===== src/rtl/twrs_pkg.sv =====
`timescale 1ns / 1ps
// ----------------------------------------------------------------------------
// twrs_pkg
// Shared types, register codes and the HHMM split for the relay schedule unit.
// ----------------------------------------------------------------------------
package twrs_pkg;

    // Field widths.
    localparam int HourW   = 5;
    localparam int MinuteW = 6;
    localparam int TimeW   = 13;
    localparam int SplitHW = 6;   // hour part of a 12-bit HHMM value, up to 40
    localparam int SplitMW = 7;   // minute part, up to 99
    localparam int CfgAddrW = 5;
    localparam int CfgDataW = 32;

    // Register indexes on the configuration port.
    localparam logic [2:0] REG_OVERRIDE  = 3'd0;
    localparam logic [2:0] REG_SCHEDULE  = 3'd1;
    localparam logic [2:0] REG_CUST_ON   = 3'd2;
    localparam logic [2:0] REG_CUST_OFF  = 3'd3;
    localparam logic [2:0] REG_LONG_ON   = 3'd4;
    localparam logic [2:0] REG_LONG_OFF  = 3'd5;
    localparam logic [2:0] REG_SHORT_ON  = 3'd6;
    localparam logic [2:0] REG_SHORT_OFF = 3'd7;

    // Override codes.
    localparam logic [1:0] OVR_FOLLOW = 2'd0;
    localparam logic [1:0] OVR_OFF    = 2'd1;
    localparam logic [1:0] OVR_ON     = 2'd2;

    // Schedule codes.
    localparam logic [2:0] SCHED_ALWAYS_ON  = 3'd0;
    localparam logic [2:0] SCHED_LONG_DAY   = 3'd1;
    localparam logic [2:0] SCHED_SHORT_DAY  = 3'd2;
    localparam logic [2:0] SCHED_ALWAYS_OFF = 3'd3;
    localparam logic [2:0] SCHED_CUSTOM     = 3'd4;

    // Reset values.
    localparam logic [1:0]       RST_OVERRIDE  = OVR_FOLLOW;
    localparam logic [2:0]       RST_SCHEDULE  = SCHED_ALWAYS_OFF;
    localparam logic [TimeW-1:0] RST_CUST_ON   = 13'h1FFF;
    localparam logic [TimeW-1:0] RST_CUST_OFF  = 13'h1FFF;
    localparam logic [TimeW-1:0] RST_LONG_ON   = 13'd600;
    localparam logic [TimeW-1:0] RST_LONG_OFF  = 13'd0;
    localparam logic [TimeW-1:0] RST_SHORT_ON  = 13'd600;
    localparam logic [TimeW-1:0] RST_SHORT_OFF = 13'd1800;

    // Division by 100 through a reciprocal: floor(v * 5243 / 2^19) is exact
    // for every 12-bit v.
    localparam logic [12:0] RecipHundred = 13'd5243;
    localparam int          RecipShift   = 19;

    // One on/off window, already split into hours and minutes.
    typedef struct packed {
        logic               always_on;  // a negative time or equal times
        logic               on_lt_off;  // on time is earlier than off time
        logic [SplitHW-1:0] on_hr;
        logic [SplitMW-1:0] on_mn;
        logic [SplitHW-1:0] off_hr;
        logic [SplitMW-1:0] off_mn;
    } t_window;

    // Schedule settings seen by the decision logic.
    typedef struct packed {
        logic [1:0] override_mode;
        logic [2:0] schedule_mode;
        t_window    win_long;
        t_window    win_short;
        t_window    win_custom;
    } t_sched_cfg;

    // Split a non-negative HHMM value into hour and minute.
    function automatic logic [SplitHW+SplitMW-1:0] split_time(input logic [11:0] v);
        logic [24:0]        prod;
        logic [SplitHW-1:0] q;
        logic [12:0]        q_x100;
        logic [12:0]        rem;
        prod   = {13'd0, v} * {12'd0, RecipHundred};
        q      = prod[RecipShift +: SplitHW];
        q_x100 = ({7'd0, q} << 6) + ({7'd0, q} << 5) + ({7'd0, q} << 2);
        rem    = {1'b0, v} - q_x100;
        return {q, rem[SplitMW-1:0]};
    endfunction

    // Build a window from its two raw register values.
    function automatic t_window make_window(input logic [TimeW-1:0] on_t,
                                            input logic [TimeW-1:0] off_t);
        t_window w;
        logic [SplitHW+SplitMW-1:0] s_on;
        logic [SplitHW+SplitMW-1:0] s_off;
        s_on  = split_time(on_t[11:0]);
        s_off = split_time(off_t[11:0]);
        w.always_on = on_t[TimeW-1] | off_t[TimeW-1] | (on_t == off_t);
        w.on_lt_off = on_t[11:0] < off_t[11:0];
        w.on_hr     = s_on[SplitMW +: SplitHW];
        w.on_mn     = s_on[SplitMW-1:0];
        w.off_hr    = s_off[SplitMW +: SplitHW];
        w.off_mn    = s_off[SplitMW-1:0];
        return w;
    endfunction

endpackage


===== src/rtl/time_window_relay_schedule_unit.sv =====
`timescale 1ns / 1ps
// ----------------------------------------------------------------------------
// time_window_relay_schedule_unit
// Time-of-day relay control: each time of day yields one relay on/off flag
// from an override, a schedule mode and on/off windows that may wrap midnight.
//
//   Port group  Direction  Payload
//   s_axis      in         tdata[4:0] hour_now, tdata[10:5] minute_now
//   m_axis      out        tdata[0] relay_on
//   APB         in/out     8 registers at byte address 4*i, 32-bit data
//
// One transaction per clock in steady state while m_axis_tready is high; each
// input passes through an input register and then a result register.
// The input register, when empty, accepts a new item while a result waits.
// Window times are split into hour and minute in the cycle after a write.
// Reset is synchronous and active low, and empties both pipeline registers.
// ----------------------------------------------------------------------------
module time_window_relay_schedule_unit (
    input  logic                          i_clk,
    input  logic                          i_rst_n,
    input  logic                          s_axis_tvalid,
    output logic                          s_axis_tready,
    input  logic [15:0]                   s_axis_tdata,  // hour_now, minute_now
    output logic                          m_axis_tvalid,
    input  logic                          m_axis_tready,
    output logic [7:0]                    m_axis_tdata,  // relay_on
    input  logic                          psel,
    input  logic                          penable,
    input  logic                          pwrite,
    input  logic [twrs_pkg::CfgAddrW-1:0] paddr,
    input  logic [twrs_pkg::CfgDataW-1:0] pwdata,
    output logic [twrs_pkg::CfgDataW-1:0] prdata,
    output logic                          pready
);
    import twrs_pkg::*;

    t_sched_cfg cfg;

    logic               r_in_valid;
    logic [HourW-1:0]   r_hour;
    logic [MinuteW-1:0] r_minute;
    logic               r_out_valid;
    logic               r_relay_on;
    logic               relay_on;
    logic               out_free;

    twrs_cfg_regs u_cfg (
        .i_clk   (i_clk),
        .i_rst_n (i_rst_n),
        .psel    (psel),
        .penable (penable),
        .pwrite  (pwrite),
        .paddr   (paddr),
        .pwdata  (pwdata),
        .prdata  (prdata),
        .pready  (pready),
        .o_cfg   (cfg)
    );

    twrs_decide u_decide (
        .i_cfg      (cfg),
        .i_hour     (r_hour),
        .i_minute   (r_minute),
        .o_relay_on (relay_on)
    );

    // Pipeline flow control.
    assign out_free      = !r_out_valid || m_axis_tready;
    assign s_axis_tready = !r_in_valid || out_free;

    // Input register.
    always_ff @(posedge i_clk) begin
        if (!i_rst_n) begin
            r_in_valid <= 1'b0;
        end else if (s_axis_tready) begin
            r_in_valid <= s_axis_tvalid;
        end
    end

    always_ff @(posedge i_clk) begin
        if (s_axis_tready && s_axis_tvalid) begin
            r_hour   <= s_axis_tdata[HourW-1:0];
            r_minute <= s_axis_tdata[HourW +: MinuteW];
        end
    end

    // Result register.
    always_ff @(posedge i_clk) begin
        if (!i_rst_n) begin
            r_out_valid <= 1'b0;
        end else if (out_free) begin
            r_out_valid <= r_in_valid;
        end
    end

    always_ff @(posedge i_clk) begin
        if (out_free && r_in_valid) begin
            r_relay_on <= relay_on;
        end
    end

    assign m_axis_tvalid = r_out_valid;
    assign m_axis_tdata  = {7'd0, r_relay_on};

endmodule


===== src/rtl/twrs_cfg_regs.sv =====
`timescale 1ns / 1ps
// ----------------------------------------------------------------------------
// twrs_cfg_regs
// Register file behind the APB port, with the windows split into hours and
// minutes and registered in the cycle after each register update.
// ----------------------------------------------------------------------------
module twrs_cfg_regs (
    input  logic                          i_clk,
    input  logic                          i_rst_n,
    input  logic                          psel,
    input  logic                          penable,
    input  logic                          pwrite,
    input  logic [twrs_pkg::CfgAddrW-1:0] paddr,
    input  logic [twrs_pkg::CfgDataW-1:0] pwdata,
    output logic [twrs_pkg::CfgDataW-1:0] prdata,
    output logic                          pready,
    output twrs_pkg::t_sched_cfg          o_cfg
);
    import twrs_pkg::*;

    logic [1:0]       r_override;
    logic [2:0]       r_schedule;
    logic [TimeW-1:0] r_cust_on;
    logic [TimeW-1:0] r_cust_off;
    logic [TimeW-1:0] r_long_on;
    logic [TimeW-1:0] r_long_off;
    logic [TimeW-1:0] r_short_on;
    logic [TimeW-1:0] r_short_off;

    t_window r_win_long;
    t_window r_win_short;
    t_window r_win_custom;
    t_window n_win_long;
    t_window n_win_short;
    t_window n_win_custom;

    logic       wr_en;
    logic [2:0] reg_idx;

    assign pready  = 1'b1;
    assign wr_en   = psel & penable & pwrite;
    assign reg_idx = paddr[4:2];

    // Register writes.
    always_ff @(posedge i_clk) begin
        if (!i_rst_n) begin
            r_override  <= RST_OVERRIDE;
            r_schedule  <= RST_SCHEDULE;
            r_cust_on   <= RST_CUST_ON;
            r_cust_off  <= RST_CUST_OFF;
            r_long_on   <= RST_LONG_ON;
            r_long_off  <= RST_LONG_OFF;
            r_short_on  <= RST_SHORT_ON;
            r_short_off <= RST_SHORT_OFF;
        end else if (wr_en) begin
            case (reg_idx)
                REG_OVERRIDE:  r_override  <= pwdata[1:0];
                REG_SCHEDULE:  r_schedule  <= pwdata[2:0];
                REG_CUST_ON:   r_cust_on   <= pwdata[TimeW-1:0];
                REG_CUST_OFF:  r_cust_off  <= pwdata[TimeW-1:0];
                REG_LONG_ON:   r_long_on   <= pwdata[TimeW-1:0];
                REG_LONG_OFF:  r_long_off  <= pwdata[TimeW-1:0];
                REG_SHORT_ON:  r_short_on  <= pwdata[TimeW-1:0];
                REG_SHORT_OFF: r_short_off <= pwdata[TimeW-1:0];
                default: ;
            endcase
        end
    end

    // Read back, time registers sign-extended.
    always_comb begin
        case (reg_idx)
            REG_OVERRIDE:  prdata = {30'd0, r_override};
            REG_SCHEDULE:  prdata = {29'd0, r_schedule};
            REG_CUST_ON:   prdata = {{(CfgDataW-TimeW){r_cust_on[TimeW-1]}}, r_cust_on};
            REG_CUST_OFF:  prdata = {{(CfgDataW-TimeW){r_cust_off[TimeW-1]}}, r_cust_off};
            REG_LONG_ON:   prdata = {{(CfgDataW-TimeW){r_long_on[TimeW-1]}}, r_long_on};
            REG_LONG_OFF:  prdata = {{(CfgDataW-TimeW){r_long_off[TimeW-1]}}, r_long_off};
            REG_SHORT_ON:  prdata = {{(CfgDataW-TimeW){r_short_on[TimeW-1]}}, r_short_on};
            REG_SHORT_OFF: prdata = {{(CfgDataW-TimeW){r_short_off[TimeW-1]}}, r_short_off};
            default:       prdata = '0;
        endcase
    end

    // Split each window; the registered result follows the raw registers in the next cycle.
    always_comb begin
        n_win_long   = make_window(r_long_on, r_long_off);
        n_win_short  = make_window(r_short_on, r_short_off);
        n_win_custom = make_window(r_cust_on, r_cust_off);
    end

    always_ff @(posedge i_clk) begin
        r_win_long   <= n_win_long;
        r_win_short  <= n_win_short;
        r_win_custom <= n_win_custom;
    end

    assign o_cfg.override_mode = r_override;
    assign o_cfg.schedule_mode = r_schedule;
    assign o_cfg.win_long      = r_win_long;
    assign o_cfg.win_short     = r_win_short;
    assign o_cfg.win_custom    = r_win_custom;

endmodule


===== src/rtl/twrs_decide.sv =====
`timescale 1ns / 1ps
// ----------------------------------------------------------------------------
// twrs_decide
// Relay decision for one time of day from the override, the schedule mode and
// the selected on/off window.
// ----------------------------------------------------------------------------
module twrs_decide (
    input  twrs_pkg::t_sched_cfg         i_cfg,
    input  logic [twrs_pkg::HourW-1:0]   i_hour,
    input  logic [twrs_pkg::MinuteW-1:0] i_minute,
    output logic                         o_relay_on
);
    import twrs_pkg::*;

    t_window            win;
    logic               win_valid;
    logic               win_on;
    logic [SplitHW-1:0] hr;
    logic [SplitMW-1:0] mn;

    assign hr = {{(SplitHW-HourW){1'b0}}, i_hour};
    assign mn = {{(SplitMW-MinuteW){1'b0}}, i_minute};

    // Window selection by schedule mode.
    always_comb begin
        win       = i_cfg.win_custom;
        win_valid = 1'b0;
        case (i_cfg.schedule_mode)
            SCHED_LONG_DAY: begin
                win       = i_cfg.win_long;
                win_valid = 1'b1;
            end
            SCHED_SHORT_DAY: begin
                win       = i_cfg.win_short;
                win_valid = 1'b1;
            end
            SCHED_CUSTOM: begin
                win       = i_cfg.win_custom;
                win_valid = 1'b1;
            end
            default: ;
        endcase
    end

    // Window test: always on, within one hour, wrapping inside one hour, spanning
    // hours forward, or wrapping past midnight.
    always_comb begin
        if (win.always_on) begin
            win_on = 1'b1;
        end else if (win.on_hr == win.off_hr && win.on_mn < win.off_mn) begin
            win_on = (hr == win.on_hr) && (mn >= win.on_mn) && (mn <= win.off_mn);
        end else if (win.on_hr == win.off_hr) begin
            win_on = (hr != win.on_hr) || (mn >= win.on_mn) || (mn <= win.off_mn);
        end else if ((hr == win.on_hr && mn >= win.on_mn) ||
                     (hr == win.off_hr && mn < win.off_mn)) begin
            win_on = 1'b1;
        end else if (win.on_lt_off) begin
            win_on = (hr > win.on_hr) && (hr < win.off_hr);
        end else begin
            win_on = (hr > win.on_hr) || (hr < win.off_hr);
        end
    end

    // Override first, then the fixed schedule modes and the selected window.
    always_comb begin
        case (i_cfg.override_mode)
            OVR_OFF: o_relay_on = 1'b0;
            OVR_ON:  o_relay_on = 1'b1;
            default: begin
                if (i_cfg.schedule_mode == SCHED_ALWAYS_ON) begin
                    o_relay_on = 1'b1;
                end else begin
                    o_relay_on = win_valid & win_on;
                end
            end
        endcase
    end

endmodule

===== config.mk =====
export PLATFORM = sky130hd
export DESIGN_NAME = time_window_relay_schedule_unit
export DESIGN_NICKNAME = d
export VERILOG_FILES = /design/src/rtl/twrs_pkg.sv /design/src/rtl/time_window_relay_schedule_unit.sv /design/src/rtl/twrs_cfg_regs.sv /design/src/rtl/twrs_decide.sv
export SDC_FILE = /design/constraint.sdc
export NUM_CORES = 1
export LEC_CHECK = 0
export BUFFER_PORTS_ARGS = -buffer_cell sky130_fd_sc_hd__buf_4
export CORE_ASPECT_RATIO = 2
export CORE_MARGIN = 5
export CORE_UTILIZATION = 60
export DETAILED_ROUTE_END_ITERATION = 8
export PLACE_DENSITY_LB_ADDON = 0.05
export SKIP_LAST_GASP = 1
export SLEW_MARGIN = 0
export SYNTH_ARGS = -nofsm -noshare
export SYNTH_HDL_FRONTEND = slang
export SYNTH_HIERARCHICAL = 1
export SYNTH_SLANG_ARGS = --single-unit

===== constraint.sdc =====
create_clock -name i_clk -period 8.1 [get_ports i_clk]
set_input_delay 0 -clock i_clk [delete_from_list [all_inputs] [get_ports i_clk]]
set_output_delay 0 -clock i_clk [all_outputs]
set_load 0.005 [all_outputs]

Word-level counts from Yosys, hierarchy flattened
Cells that the tools add are included.

Equality and inequality tests: 19. $lt $le $gt $ge: 9. Bitwise logic cells: 9. Add/sub/neg operators: 18. Multipliers: 6. Reduce and logical (&&, ||, !) cells: 26. Mux-type cells: 10.

Operators by type and width (number): 32-bit one-hot mux with 8 select lines (1); 12-bit by 13-bit multiplier with 25-bit output (second input constant) (6); 7-bit adder (12); 28-bit one-hot mux with 2 select lines (1); 7-bit subtractor (6); 13-bit equality test (3); 12-bit less-than comparator (3); 2-bit AND reduction (8); 3-bit equality test (second input constant) (5); 5-bit by 6-bit equality test with 1-bit output (2); 3-bit by 2-bit equality test with 1-bit output (second input constant) (3); 6-bit by 7-bit >= comparator with 1-bit output (1); 6-bit by 7-bit <= comparator with 1-bit output (1); 1-bit logical AND (7); 6-bit by 7-bit less-than comparator with 1-bit output (1); 7-bit less-than comparator (1); 1-bit two-way mux (7); 3-bit by 1-bit equality test with 1-bit output (second input constant) (2); 6-bit equality test (1); 5-bit by 6-bit > comparator with 1-bit output (1); 3-bit logical NOT (2); 1-bit logical OR (6); 5-bit by 6-bit less-than comparator with 1-bit output (1); 5-bit by 6-bit != test with 1-bit output (1); other kinds (7) (15).

Register bits after elaboration: 181. Output and inout port bits: 43. Logic and storage cells: 128. Input bits: 60.

Longest topological paths before layout
Depth in word-level cells: 12. Mapped depth: 31. Gate-level depth less buffers: 31.

Cells and area by module
The synthesis kept the hierarchy.

Modules (own cells, without submodules): twrs_cfg_regs (area an instance 23563.8 µm², instances 1, sequential area each 3343.2 µm², cells an instance 2501); twrs_decide (area an instance 2053.2 µm², instances 1, sequential area each 0.0 µm², cells an instance 321); time_window_relay_schedule_unit (area an instance 528.0 µm², instances 1, sequential area each 400.4 µm², cells an instance 30).

Least setup slack after synthesis
No wires, ideal clock.

Path type: reg-to-reg. From: register u_cfg.r_long_off[6]. To: register u_cfg.r_win_long (netlist bit u_cfg/o_cfg[62]). Stages on the path, launching flop included: 28. Data required time: 7.978 ns. Setup slack: 1.199 ns. Arrival time: 6.779 ns. Period minus slack after synthesis: 6.901 ns. Cell sequence: dfxtp_1 inv_1 fa_1 fa_1 fa_1 inv_1 fa_1 inv_1 fa_1 inv_1 ha_1 and4_1 nand3_1 o311a_1 nor2_1 a21o_1 a21oi_1 xnor2_1 ha_1 inv_1 ha_1 o21a_1 o21a_1 nor2_1 xor2_1 nor4_1 or4b_1 xnor2_1.

RTL lines: start: declaration (RTL line twrs_cfg_regs.sv:26) `logic [TimeW-1:0] r_long_off;`; start signal: assignment (RTL line twrs_cfg_regs.sv:62) `REG_LONG_OFF: r_long_off <= pwdata[TimeW-1:0];`; end signal: assignment (RTL line twrs_cfg_regs.sv:93) `r_win_long <= n_win_long;`; end: declaration (RTL line twrs_cfg_regs.sv:30) `t_window r_win_long;`.

==> results.json <==
{
  "ys_seq_elements": 181,
  "grt_setup_unrepaired": "false",
  "ctsHoldBuffers": 27,
  "synthArstFlopShare_pct": 0,
  "synthMuxAreaShare_pct": 1.85,
  "max-cap-violations": 0,
  "period_share_pct": 92.2,
  "cts-root-buf": "clkbuf_16",
  "clockBufferDepth": 2,
  "ir_drop_mv": 0.140,
  "nets": 3844,
  "timing.setup.tns_ps": 0,
  "synth-edff-count": 12,
  "cts_buffers": 17,
  "tightest_slew_ps": 1040,
  "synth_xor_area_share_pct": 3.02,
  "r2r_slack_ps": 630,
  "synth_ff_type": "dfxtp_1",
  "cp_slowest_stage_delay_ps": 600,
  "slew_headroom_pct": 30.4,
  "synthesis.area_um2": 26100,
  "startpoint": "u_cfg/r_long_off[9]",
  "detail_route.wl_per_cell_um": 20.3,
  "die_area_um2": 48100,
  "synth-simple-area-share_pct": 8.15,
  "crit_fanout": 8,
  "grt_use_total_pct": 30.3,
  "dp_slack_ps": 632,
  "placementRows": 108,
  "final-setup-viol-count": 0,
  "totalWireLength_um": 70600,
  "worst_clock_skew_ps": 12.8,
  "grt_pass1_vias": 21200,
  "syn_to_final_growth_pct": 6.74,
  "power_density_nw_per_um2": 140,
  "r2r_end": "u_cfg/o_cfg[62]",
  "critPathArrivalTime_ps": 7820,
  "via_count": 19700,
  "cts_tree": "yes",
  "grt-ovfl-total": 0,
  "crit_type": "flip-flop to flip-flop",
  "crit_slowest_cell": "dfxtp_1",
  "synth_area_leaders": "ha_1 (29%), fa_1 (20%), dfxtp_1 (13%)",
  "final_max_slew_viol_count": 0,
  "stdcell_count": 3478,
  "crit_path_end": "u_cfg/o_cfg[62]",
  "critPathCaptureType": "flip-flop",
  "max_freq_mhz": 134,
  "syn_inst": 2852,
  "drt_iter0_drc": 1182,
  "dp.cells": 3418,
  "worstSkewPairLatency_ps": 470,
  "synth_top_family_by_area": "adder cells",
  "yosysTopAreaCellShare_pct": 29.0,
  "grt_start_max_net_pins": 86,
  "outcome": "finished, final reports clean",
  "clk_pin_slew_ps": 80,
  "cts.sinks": 181,
  "pin_count": 103,
  "yosysTopAreaCell": "ha_1",
  "worst_ep_required_time_ps": 8450,
  "synth_fa_ha_area_share_pct": 49.3,
  "worst_r2r_path_depth": 29,
  "drc_errors": 0,
  "ys_seq_area_share_pct": 14.3,
  "core_um2": 43200,
  "die_w_um": 158,
  "r2r_start": "u_cfg/r_long_off[9]",
  "synth_compound_area_share_pct": 11.0,
  "setup_slack_ps": 633,
  "finalHoldViolations": 0,
  "final_common_cell": "inv_1",
  "final_cell_mix": "inv_1 (716), ha_1 (606), fa_1 (264), nand2_1 (170), dfxtp_1 (166)",
  "fin_area_um2": 27900,
  "ys_warn_count": 6,
  "htreeDepth": 4,
  "fin_crit_ps": 7470,
  "port_buffers": 68,
  "cts.repair.resized": 0,
  "die-height_um": 305,
  "drive_gt1_share_pct": 5.88,
  "leakage_nw": 15.0,
  "dp_hpwl_um": 59400,
  "start_util_pct": 60.5,
  "crit_path_start_kind": "flip-flop",
  "dpl_cell_area_um2": 27100,
  "synth_area_per_cell_um2": 9.17,
  "grt_pass1_wl_um": 112000,
  "viasPerCell": 5.66,
  "grt_antenna_before_repair": 2,
  "detail_route.first_pass.iterations": 5,
  "post-cts-setup-buffers": 0,
  "min_path_type": "primary input to flip-flop",
  "antenna_left": 0,
  "gp_congestion": 0.958,
  "yosys.cell_types.count": 85
}
[sequential cells by signal, summed over array words and instances (netlist names)]
| name | flops |
|---|---|
| u_cfg/r_cust_off | 13 |
| u_cfg/r_short_off | 13 |
| u_cfg/r_long_on | 13 |
| m_axis_tvalid | 1 |
| u_cfg/r_override | 2 |
| u_cfg/r_schedule | 3 |
| u_cfg/r_short_on | 13 |
| r_in_valid | 1 |
| u_cfg/r_long_off | 13 |
| r_minute | 6 |
| u_cfg/r_cust_on | 13 |
| r_relay_on | 1 |
| r_hour | 5 |
| u_cfg/o_cfg | 84 |
[per-stage QoR]
stage / util (%) / hold slack, ps / power [mW]
6_report: 64.5 / 109 / 3.90
5_1_grt: 64.5 / 139 / 4.22
4_1_cts: 64.5 / 108 / 3.91
3_5_place_dp: 62.6 / 179 / 3.08
3_3_place_gp: 62.6 / 178 / 3.01
2_1_floorplan: - / 98.9 / 2.55
[cells in the mapped netlist (7+ instances only)]
| master | instances |
|---|---|
| a21o_1 | 35 |
| or2_2 | 10 |
| clkbuf_1 | 34 |
| nand3_1 | 36 |
| a22o_1 | 16 |
| nor2b_1 | 34 |
| xor2_1 | 22 |
| edfxtp_1 | 12 |
| nand2_1 | 170 |
| buf_6 | 7 |
| mux2i_1 | 36 |
| o221ai_1 | 13 |
| inv_1 | 716 |
| nand2b_1 | 16 |
| a21oi_1 | 105 |
| a21boi_0 | 30 |
| a211oi_1 | 10 |
| nor3_1 | 21 |
| ha_1 | 606 |
| nor2_1 | 97 |
| o211ai_1 | 55 |
| o21a_1 | 23 |
| o21ai_0 | 61 |
| dfxtp_1 | 169 |
| buf_4 | 34 |
| nand4_1 | 15 |
| xnor2_1 | 63 |
| fa_1 | 264 |
[worst min-delay path by stage]
stage | start | to | cells past startpoint
global placement | s_axis_tdata[6] | r_minute[1] | 1
finish | i_rst_n | u_cfg/r_cust_on[3] | 2
CTS | i_rst_n | u_cfg/r_cust_off[0] | 2
detailed placement | s_axis_tdata[7] | r_minute[2] | 1
global route | i_rst_n | u_cfg/r_short_on[9] | 2
floorplan | s_axis_tdata[0] | r_hour[0] | 0
[worst max-delay path: cells and delay by family (launching register included)]
kind / cells / cell delay (ps)
adder cells (fa/ha/maj): 8 / 3020
AO/OA/AOI/OAI: 9 / 1820
AND/OR/NAND/NOR: 4 / 960
XOR/XNOR: 4 / 750
flip-flops: 1 / 600
buffers and inverters: 4 / 180
[routing by layer]
metal,routed length [um],part of all wire (%),up-vias,track usage (%)
li1,-,-,9408,-
met1,24600,35,9568,31.2
met2,38400,54,512,57.6
met3,2660,3.8,201,3.23
met4,4990,7.1,2,17.6
met5,12,0.017,-,0
[cell families (layout without fill, tap and decap cells)]
| kind of cell | Yosys count | in the layout |
|---|---|---|
| xor+xnor | 87 | 87 |
| fa+ha+maj | 871 | 871 |
| buf+inv | 804 | 873 |
| compound gates | 420 | 420 |
| other cells | 2 | 9 |
| flops | 181 | 181 |
| mux | 42 | 42 |
| simple gates | 445 | 445 |
[report_power, final]
group / total, mW / leakage, nW / switching, mW / internal [mW]
clock: 0.822 / 0.286 / 0.415 / 0.407
sequential: 1.10 / 1.50 / 0.0774 / 1.02
combinational: 1.98 / 13.2 / 1.09 / 0.891
[layout make-up]
| type | instances | area (um^2) |
|---|---|---|
| Antenna cell | 1 | 2.50 |
| Clock inverter | 15 | 138 |
| Clock buffer | 17 | 425 |
| Fill cell | 3832 | 15300 |
| Inverter | 717 | 2690 |
| Timing Repair Buffer | 124 | 998 |
| Multi-Input combinational cell | 1873 | 19200 |
| Tap cell | 550 | 688 |
| Sequential cell | 181 | 3750 |
No activity file was read; power rests on OpenSTA's default activity.
